[src/rtl/core/bfrcd_pkg.sv]
package bfrcd_pkg;

  localparam logic [7:0] OPEN_BYTE  = 8'h5B;
  localparam logic [7:0] CLOSE_BYTE = 8'h5D;

  localparam logic [4:0] MIN_FRAME = 5'd4;
  localparam logic [4:0] MAX_FRAME = 5'd10;
  localparam logic [3:0] COUNT_TOP = 4'd15;

  // Command byte pairs: first byte selects the target, second the action.
  localparam logic [7:0] CMD_RELAY_ONE = 8'h01;
  localparam logic [7:0] CMD_RELAY_TWO = 8'h02;
  localparam logic [7:0] CMD_AUTO      = 8'h03;
  localparam logic [7:0] ARG_SET       = 8'h03;
  localparam logic [7:0] ARG_CLEAR     = 8'h04;

  typedef enum logic [1:0] {
    ST_NONE    = 2'd0,
    ST_ACCEPT  = 2'd1,
    ST_BAD_SUM = 2'd2,
    ST_BAD_LEN = 2'd3
  } status_t;

  typedef struct packed {
    status_t    status;
    logic [7:0] first;
    logic [7:0] second;
  } frame_evt_t;

  typedef struct packed {
    logic relay_one;
    logic relay_two;
    logic auto_en;
  } relay_lvl_t;

endpackage

[src/rtl/core/bfrcd_frame.sv]
module bfrcd_frame (
  input  logic                  clk,
  input  logic                  rst_n,
  input  logic                  step,
  input  logic [7:0]            rx_byte,
  output bfrcd_pkg::frame_evt_t evt
);

  logic       in_frame_r, in_frame_nxt;
  logic [3:0] count_r, count_nxt;
  logic [7:0] xor_r, xor_nxt;
  logic [7:0] first_r, first_nxt;
  logic [7:0] second_r, second_nxt;
  logic [4:0] total;

  assign total = {1'b0, count_r} + 5'd1;

  always_comb begin
    in_frame_nxt = in_frame_r;
    count_nxt    = count_r;
    xor_nxt      = xor_r;
    first_nxt    = first_r;
    second_nxt   = second_r;
    evt.status   = bfrcd_pkg::ST_NONE;
    evt.first    = first_r;
    evt.second   = second_r;
    if (!in_frame_r) begin
      if (rx_byte == bfrcd_pkg::OPEN_BYTE) begin
        in_frame_nxt = 1'b1;
        count_nxt    = 4'd1;
        xor_nxt      = 8'h00;
        first_nxt    = 8'h00;
        second_nxt   = 8'h00;
      end
    end else if (rx_byte == bfrcd_pkg::CLOSE_BYTE) begin
      // Length is checked ahead of the checksum.
      if (total < bfrcd_pkg::MIN_FRAME || total > bfrcd_pkg::MAX_FRAME) begin
        evt.status = bfrcd_pkg::ST_BAD_LEN;
      end else if (xor_r != 8'h00) begin
        evt.status = bfrcd_pkg::ST_BAD_SUM;
      end else begin
        evt.status = bfrcd_pkg::ST_ACCEPT;
      end
      in_frame_nxt = 1'b0;
      count_nxt    = 4'd0;
      xor_nxt      = 8'h00;
    end else begin
      if (count_r == 4'd1) begin
        first_nxt = rx_byte;
      end else if (count_r == 4'd2) begin
        second_nxt = rx_byte;
      end
      xor_nxt = xor_r ^ rx_byte;
      if (count_r < bfrcd_pkg::COUNT_TOP) begin
        count_nxt = count_r + 4'd1;
      end
    end
  end

  always_ff @(posedge clk) begin
    if (!rst_n) begin
      in_frame_r <= 1'b0;
      count_r    <= 4'd0;
      xor_r      <= 8'h00;
      first_r    <= 8'h00;
      second_r   <= 8'h00;
    end else if (step) begin
      in_frame_r <= in_frame_nxt;
      count_r    <= count_nxt;
      xor_r      <= xor_nxt;
      first_r    <= first_nxt;
      second_r   <= second_nxt;
    end
  end

endmodule

[src/rtl/core/bfrcd_relay.sv]
module bfrcd_relay (
  input  logic                  clk,
  input  logic                  rst_n,
  input  logic                  step,
  input  bfrcd_pkg::frame_evt_t evt,
  output bfrcd_pkg::relay_lvl_t lvl_nxt
);

  bfrcd_pkg::relay_lvl_t lvl_r;
  logic                  accept;

  assign accept = (evt.status == bfrcd_pkg::ST_ACCEPT);

  always_comb begin
    lvl_nxt = lvl_r;
    if (accept) begin
      // Relay commands are gated by the auto flag as it stood before this frame.
      if (lvl_r.auto_en) begin
        if (evt.first == bfrcd_pkg::CMD_RELAY_ONE && evt.second == bfrcd_pkg::ARG_SET) begin
          lvl_nxt.relay_one = 1'b1;
        end else if (evt.first == bfrcd_pkg::CMD_RELAY_ONE &&
                     evt.second == bfrcd_pkg::ARG_CLEAR) begin
          lvl_nxt.relay_one = 1'b0;
        end
        if (evt.first == bfrcd_pkg::CMD_RELAY_TWO && evt.second == bfrcd_pkg::ARG_SET) begin
          lvl_nxt.relay_two = 1'b1;
        end else if (evt.first == bfrcd_pkg::CMD_RELAY_TWO &&
                     evt.second == bfrcd_pkg::ARG_CLEAR) begin
          lvl_nxt.relay_two = 1'b0;
        end
      end
      if (evt.first == bfrcd_pkg::CMD_AUTO && evt.second == bfrcd_pkg::ARG_SET) begin
        lvl_nxt.auto_en = 1'b1;
      end else if (evt.first == bfrcd_pkg::CMD_AUTO && evt.second == bfrcd_pkg::ARG_CLEAR) begin
        lvl_nxt.auto_en = 1'b0;
      end
    end
  end

  always_ff @(posedge clk) begin
    if (!rst_n) begin
      lvl_r <= '0;
    end else if (step) begin
      lvl_r <= lvl_nxt;
    end
  end

endmodule

[src/rtl/core/bracket_frame_relay_command_decoder.sv]
// Bracket-framed relay command decoder. Each accepted byte yields exactly one
// result carrying the relay and auto levels after that byte plus a frame status
// (none, accepted, bad checksum, bad length). A byte sits in an input register,
// is decoded combinationally against the frame state and lands in the result
// register once the result slot is free, and one byte per cycle is sustained
// while out_ready stays high. The input register can still take a byte while
// a finished result waits; in_ready drops only when both registers are full.
module bracket_frame_relay_command_decoder (
  input  logic       clk,
  input  logic       rst_n,
  input  logic       in_valid,
  output logic       in_ready,
  input  logic [7:0] in_rx_byte,
  output logic       out_valid,
  input  logic       out_ready,
  output logic       out_relay_one,
  output logic       out_relay_two,
  output logic       out_auto_enabled,
  output logic [1:0] out_frame_status
);

  logic                  in_vld_r;
  logic [7:0]            in_byte_r;
  logic                  out_vld_r;
  bfrcd_pkg::relay_lvl_t out_lvl_r;
  bfrcd_pkg::status_t    out_status_r;
  logic                  adv;
  bfrcd_pkg::frame_evt_t evt;
  bfrcd_pkg::relay_lvl_t lvl_nxt;

  // The decode step runs whenever a byte is held and the result slot is free.
  assign adv      = in_vld_r && (!out_vld_r || out_ready);
  assign in_ready = !in_vld_r || adv;

  bfrcd_frame u_frame (
    .clk     (clk),
    .rst_n   (rst_n),
    .step    (adv),
    .rx_byte (in_byte_r),
    .evt     (evt)
  );

  bfrcd_relay u_relay (
    .clk     (clk),
    .rst_n   (rst_n),
    .step    (adv),
    .evt     (evt),
    .lvl_nxt (lvl_nxt)
  );

  always_ff @(posedge clk) begin
    if (!rst_n) begin
      in_vld_r  <= 1'b0;
      out_vld_r <= 1'b0;
    end else begin
      if (in_ready) begin
        in_vld_r <= in_valid;
      end
      if (adv) begin
        out_vld_r <= 1'b1;
      end else if (out_ready) begin
        out_vld_r <= 1'b0;
      end
    end
  end

  always_ff @(posedge clk) begin
    if (in_valid && in_ready) begin
      in_byte_r <= in_rx_byte;
    end
    if (adv) begin
      out_lvl_r    <= lvl_nxt;
      out_status_r <= evt.status;
    end
  end

  assign out_valid        = out_vld_r;
  assign out_relay_one    = out_lvl_r.relay_one;
  assign out_relay_two    = out_lvl_r.relay_two;
  assign out_auto_enabled = out_lvl_r.auto_en;
  assign out_frame_status = out_status_r;

endmodule

[config.mk]
export PLATFORM = sky130hd
export DESIGN_NAME = bracket_frame_relay_command_decoder
export DESIGN_NICKNAME = d
export VERILOG_FILES = /design/src/rtl/core/bfrcd_pkg.sv /design/src/rtl/core/bfrcd_frame.sv /design/src/rtl/core/bfrcd_relay.sv /design/src/rtl/core/bracket_frame_relay_command_decoder.sv
export SDC_FILE = /design/constraint.sdc
export NUM_CORES = 1
export LEC_CHECK = 0
export ABC_AREA = 1
export BUFFER_PORTS_ARGS = -buffer_cell sky130_fd_sc_hd__buf_2
export CAP_MARGIN = 15
export CORE_UTILIZATION = 53
export CTS_BUF_LIST = sky130_fd_sc_hd__clkbuf_16
export DETAILED_ROUTE_END_ITERATION = 8
export PLACE_DENSITY = 0.85
export REMOVE_ABC_BUFFERS = 1
export SYNTH_ARGS = -nofsm -noshare
export SYNTH_HDL_FRONTEND = slang
export SYNTH_HIERARCHICAL = 1
export SYNTH_SLANG_ARGS = --single-unit
[constraint.sdc]
create_clock -name clk -period 2.1 [get_ports clk]
set_input_delay 0.21 -clock clk [delete_from_list [all_inputs] [get_ports clk]]
set_output_delay 0.21 -clock clk [all_outputs]
set_load 0.05 [all_outputs]
==> results_dict.tcl, run 1 <==
set metrics [dict create \
    fmax_mhz 515 \
    mostFrequentLayoutCells "104 x nand2_1, 54 x nor2_1, 51 x inv_1, 31 x dfxtp_1, 19 x nand3_1" \
    layout_min_cycle_time_ps 1940 \
    finalCritPeriodShare_pct 92.5 \
    status "finished clean" \
    critPathMaxFanout 4 \
    synthSimpleGateAreaFrac_pct 37.2 \
    ioPinCount 19 \
    num_antenna_cells 0 \
    dp_hpwl_mm 3.37 \
    drt_iter0_markers 86 \
    numPlacedInstances 411 \
    wl_per_cell_um 11.5 \
    min-delay-start "in_rx_byte[0]" \
    synthXorXnorAreaFrac_pct 3.22 \
    ant_nets 0 \
    slew_headroom_pct 65.9 \
    fin_cells 420 \
    netSwitchingPower_mw 0.411 \
    grt_pass1_wl_mm 8.29 \
    ir_drop_mv 0.517 \
    holdPathStages 1 \
    skew_ps 4.26 \
    io_buffer_count 18 \
    reg2reg_to "out_relay_two" \
    final_common_cell "nand2_1" \
    min_to "in_byte_r[0]" \
    crit-reg2reg-launch "u_frame/count_r[0]" \
    hold_viol 0 \
    first_global_vias 2009 \
    synth-compound-area-share_pct 4.20 \
    root_buffer "clkbuf_16" \
    clock_path_buffers 2 \
    cts_tree "yes" \
    yosysSeqAreaShare_pct 43.8 \
    worst_pin_slew_ps 512 \
    cts.clk_slew.worst_paths_ps 60 \
    area_growth_pct 15.1 \
    numCtsBuffers 5 \
    postSynthAreaPerCell_um2 7.09 \
    clkPwrFrac_pct 47.9 \
    final_util_pct 64.2 \
    min_path_type "in2reg" \
    yosysWarnings 6 \
    cp.required_ps 2140 \
    seqPwrFrac_pct 46.7 \
    die_h_um 69.9 \
    insertion_delay_ps 280 \
    cts-hold-fix-buffers 0 \
    cts_max_level 2 \
    muxShareOfSynthArea_pct 0 \
    nets 382 \
    crit_type "reg2reg" \
    num_vias 2123 \
    die_area_um2 4890 \
    synthAdderAreaFrac_pct 1.54 \
    nFillCells 383 \
    pwr_density_cell_nw_per_um2 738 \
    floorplan.initialDensity_pct 55.8 \
    maxCapViolCount 0 \
    rsz0062_at_grt "true" \
    grt_antenna_before_repair 0 \
    core.rowCount 24 \
    reg2regPathDepth 15 \
    dieWidth_um 69.9 \
    worstPathArrival_ps 1990 \
    worst_setup_path_start_kind "flop" \
    drive_gt1_share_pct 16.0 \
    wl_mm 4.83 \
    p_int_mw 1.66 \
    synth_cell_types 25 \
    syn_inst 345 \
    synth_area_um2 2440 \
    hold_slack_ps 97.8 \
    globalplace.congestion 0.844 \
    pwr-share-comb_pct 5.4 \
    cts_sinks 47 \
    drc_errors 0 \
    grt_usage_pct 21.4 \
    grt_start_max_net_pins 17 \
    rrSetupSlack_ps 160 \
    crit_path_end_kind "flop" \
    p_leak_nw 1.31 \
    setup_violations 0 \
    synth_seq_cells 47 \
    vias_per_cell 5.05 \
    p_total_mw 2.08 \
    grt-ovfl-total 0 \
    drtPass1Iterations 4 \
    core_area_um2 4380 \
    slew_viol_final 0 \
    synth_top_family_by_area "simple AND/OR/NAND/NOR gates" \
    p_sw_share_pct 19.8 \
]
state kept, by name (all words and copies together), names as in the netlist:
name	flops
out_auto_enabled	1
u_frame/xor_r	8
out_relay_two	1
u_frame/first_r	8
out_relay_one	1
u_relay/lvl_r	3
u_frame/in_frame_r	1
u_frame/count_r	4
out_frame_status	2
in_vld_r	1
out_valid	1
in_byte_r	8
u_frame/second_r	8
cells in the mapped netlist (all sizes together):
cell / n / area [um^2]
a21oi: 17 / 92.6
buf: 6 / 40.0
clkbuf: 1 / 3.75
clkinv: 1 / 3.75
dfxtp: 34 / 681
edfxtp: 13 / 390
ha: 3 / 37.5
inv: 52 / 198
nand2: 111 / 454
nand3: 23 / 125
nand4: 9 / 56.3
nor2: 62 / 263
nor2b: 1 / 6.26
nor3: 1 / 5.00
o21ai: 2 / 10.0
xor2: 9 / 78.8
what timing repair did:
item / CTS / global route
gates resized for setup: 0 / 11
setup endpoints to repair: 0 / 4
hold endpoints to repair: 0 / 0
setup buffers: 0 / 1
worst max-delay path by stage:
stage / slack (ps) / endpoint / start
after detailed placement: 60 / out_relay_two / u_frame/count_r[0]
after global routing: -40 / out_relay_one / u_frame/count_r[0]
after CTS: 40 / out_relay_two / u_frame/count_r[0]
after floorplan: -280 / u_frame/xor_r[1] / out_valid
after global placement: 160 / out_relay_two / u_frame/count_r[0]
final: 160 / out_relay_two / u_frame/count_r[0]
power groups by stage:
stage	combinational, mW	sequential (mW)	clock, mW
after floorplan	0.0549	1.01	0
after global placement	0.106	0.989	0
after detailed placement	0.110	0.990	0
after CTS	0.112	0.970	1.01
after global routing	0.124	0.971	1.05
final	0.112	0.969	0.994
routing by layer:
layer  global-route usage, %  share of wire, %  up-vias
li1                        -                 -     1100
met1                    23.7                42      930
met2                    38.7                50       76
met3                    4.62               5.1       17
met4                    9.78               3.2        0
met5                       0                 0        -
final cells by class:
| type | count | area, um^2 | share of cell area, % |
|---|---|---|---|
| Timing Repair Buffer | 22 | 120 | 4.27 |
| Clock buffer | 5 | 125 | 4.45 |
| Sequential cell | 47 | 1080 | 38.3 |
| Multi-Input combinational cell | 238 | 1160 | 41.3 |
| Inverter | 53 | 201 | 7.16 |
| Clock inverter | 3 | 63.8 | 2.27 |
| Tap cell | 52 | 65.1 | 2.31 |
per-stage QoR:
| step | area (um^2) | worst slack [ps] | setup TNS [ps] |
|---|---|---|---|
| 6_report | 2810 | 157 | 0 |
| 4_1_cts | 2770 | 44.4 | 0 |
| 5_1_grt | 2810 | -37.0 | -82.4 |
| 3_5_place_dp | 2580 | 61.1 | 0 |
| 3_3_place_gp | 2580 | 158 | 0 |
| 2_1_floorplan | 2400 | -284 | -5840 |
logic make-up after synthesis:
kind of cell | after synthesis
xor+xnor | 9
simple gates | 207
compound gates | 19
fa+ha+maj | 3
buf+inv | 60
flops | 47
critical path, stage by stage, from the launching register on:
cell and delay [ps]:
dfxtp_4 360, inv_2 50, ha_1 270, inv_1 50, a21oi_2 130, nand2_1 50, nand2_1 80, nand3_1 70
nand2_1 60, inv_1 60, inv_1 70, nand3_2 90, nor2_4 140, nand3_2 80, nand2_1 100, nand2_1 50
(Power assumes the default switching activity.)
==> inputs of run 2 (changes only) <==
Clock period 2.1 ns to 1.74 ns, I/O delays scaled along.
==> run 2 against run 1 <==
The flow now finishes with violations (negative setup slack). Clock power shrank 8.7%. Core utilization grew 4.3 points. Global-route usage is essentially flat. Combinational power grew 42%. Clock-buffer cell count is the same. Maximum frequency grew 0.46%. Largest power group is now sequential cells.
==> results_dict.tcl, run 2 (synthesis results as in run 1) <==
set metrics [dict create \
    status "complete, but fails checks" \
    violations "negative setup slack" \
    startpoint "u_frame/count_r[0]" \
    die_h_um 69.9 \
    crit_chain "inv_4 -> ha_4 -> inv_2 -> a21oi_2 -> nand2_1 -> nand2_1 -> nand3_1 -> nand2_1 -> inv_2 -> inv_2 -> nand3_2 -> nor2_4 -> nand3_1 -> nand2_1 -> nand2_1" \
    finalCritPeriodShare_pct 111 \
    mostFrequentLayoutCells "102 x nand2_1, 53 x nor2_1, 47 x inv_1, 31 x dfxtp_1, 19 x buf_4" \
    p_leak_nw 1.38 \
    crit_type "reg2reg" \
    cpMostUsedCell "nand2_1" \
    crit_slowest_cell "dfxtp_4" \
    cp.required_ps 1780 \
    grt_start_max_net_pins 18 \
    setup_violations 6 \
    reg2regPathDepth 15 \
    pwr_density_cell_nw_per_um2 743 \
    drive_gt1_share_pct 23.1 \
    slew_viol_final 0 \
    finalSetupTns_ps -736 \
    cts_sinks 47 \
    floorplan.initialDensity_pct 55.8 \
    setup.worst_path.end "out_relay_one" \
    nets 399 \
    drc_errors 0 \
    cts-hold-fix-buffers 0 \
    num_antenna_cells 0 \
    cts_max_level 2 \
    crit-reg2reg-launch "u_frame/count_r[0]" \
    dp_hpwl_mm 3.48 \
    fmax_mhz 517 \
    clock_path_buffers 2 \
    grt-ovfl-total 0 \
    regArea_um2 1080 \
    grt_pass1_wl_mm 8.32 \
    globalplace.congestion 0.813 \
    nFillCells 347 \
    holdPathStages 1 \
    final_common_cell "nand2_1" \
    setup_slack_ps -194 \
    layout_min_cycle_time_ps 1930 \
    rsz0062_at_grt "true" \
    ant_nets 0 \
    skew_ps 7.06 \
    core.rowCount 24 \
    ioPinCount 19 \
    hold_viol 0 \
    p_total_mw 2.23 \
    fin_cells 437 \
    reg2reg_to "out_relay_one" \
    rrSetupSlack_ps -190 \
    grt_usage_pct 21.4 \
    worst_setup_path_start_kind "flop" \
    worstPathArrival_ps 1970 \
    num_vias 2213 \
    hold_slack_ps 63.7 \
    wl_mm 5.16 \
    wl_per_cell_um 11.8 \
    numCtsBuffers 5 \
    cts_tree "yes" \
    io_buffer_count 18 \
    dieWidth_um 69.9 \
    path_buf_inv 4 \
    insertion_delay_ps 290 \
    grt_antenna_before_repair 0 \
    final_util_pct 68.5 \
    numPlacedInstances 425 \
    area_growth_pct 22.8 \
    root_buffer "clkbuf_16" \
    die_area_um2 4890 \
    cp_top_family "simple AND/OR/NAND/NOR gates" \
    maxCapViolCount 0 \
    drtPass1Iterations 4 \
    cp.depth 15 \
    vias_per_cell 5.06 \
    first_global_vias 1987 \
    ir_drop_mv 0.583 \
    critPathMaxFanout 4 \
    core_area_um2 4380 \
    min_path_type "in2reg" \
    multiInputGateArea_um2 1250 \
    crit_path_end_kind "flop" \
    worst_pin_slew_ps 401 \
    cts.clk_slew.worst_paths_ps 60 \
    critPathMaxStageDelay_ps 380 \
    slew_headroom_pct 73.3 \
    drt_iter0_markers 113 \
]
[run 2: worst register-to-register path, stage by stage, from the launching register on]
cell,delay (ps)
dfxtp_4,380
inv_4,40
ha_4,250
inv_2,30
a21oi_2,110
nand2_1,60
nand2_1,80
nand3_1,70
nand2_1,80
inv_2,40
inv_2,40
nand3_2,70
nor2_4,160
nand3_1,100
nand2_1,120
nand2_1,70
[run 2: layer usage]
layer	part of all wire [%]	up-vias	track usage (%)
li1	-	1135	-
met4	2.8	0	8.44
met2	51	61	37.6
met3	3.9	17	5.05
met1	42	1000	25.0
met5	0	-	0
[run 2: worst min path at each step]
| stage | start | slack, ps | endpoint |
|---|---|---|---|
| CTS | in_rx_byte[7] | 60 | in_byte_r[7] |
| finish | in_rx_byte[0] | 60 | in_byte_r[0] |
| global placement | in_rx_byte[0] | 350 | in_byte_r[0] |
| global route | in_rx_byte[3] | 50 | in_byte_r[3] |
| floorplan | in_rx_byte[0] | 270 | in_byte_r[0] |
| detailed placement | in_rx_byte[3] | 350 | in_byte_r[3] |
[run 2: area by class of cell]
class                   count  share of cell area (%)
clock buffers               5                    4.17
clock inverters             3                   0.500
inverters                  53                    6.79
multi-input cells         238                    41.6
flip-flops and latches     47                    36.0
well taps                  52                    2.17
repair buffers             39                    8.79
[run 2: through the flow]
step / worst slack (ps) / instance area, um^2
floorplan: -644 / 2400
global placement: -162 / 2690
detailed placement: -219 / 2690
CTS: -101 / 2890
global route: -323 / 3000
finish: -194 / 3000
[run 2: timing repair]
item	4_1_cts	5_1_grt
gates resized for setup	16	15
setup endpoints to repair	6	21
setup buffers	0	4
pin swaps	10	10
[run 2: report_power, final]
group / switching (mW) / total [mW] / leakage (nW) / internal (mW)
registers: 0.0145 / 1.16 / 0.403 / 1.15
clock network: 0.384 / 0.908 / 0.0733 / 0.524
logic: 0.105 / 0.159 / 0.904 / 0.0543
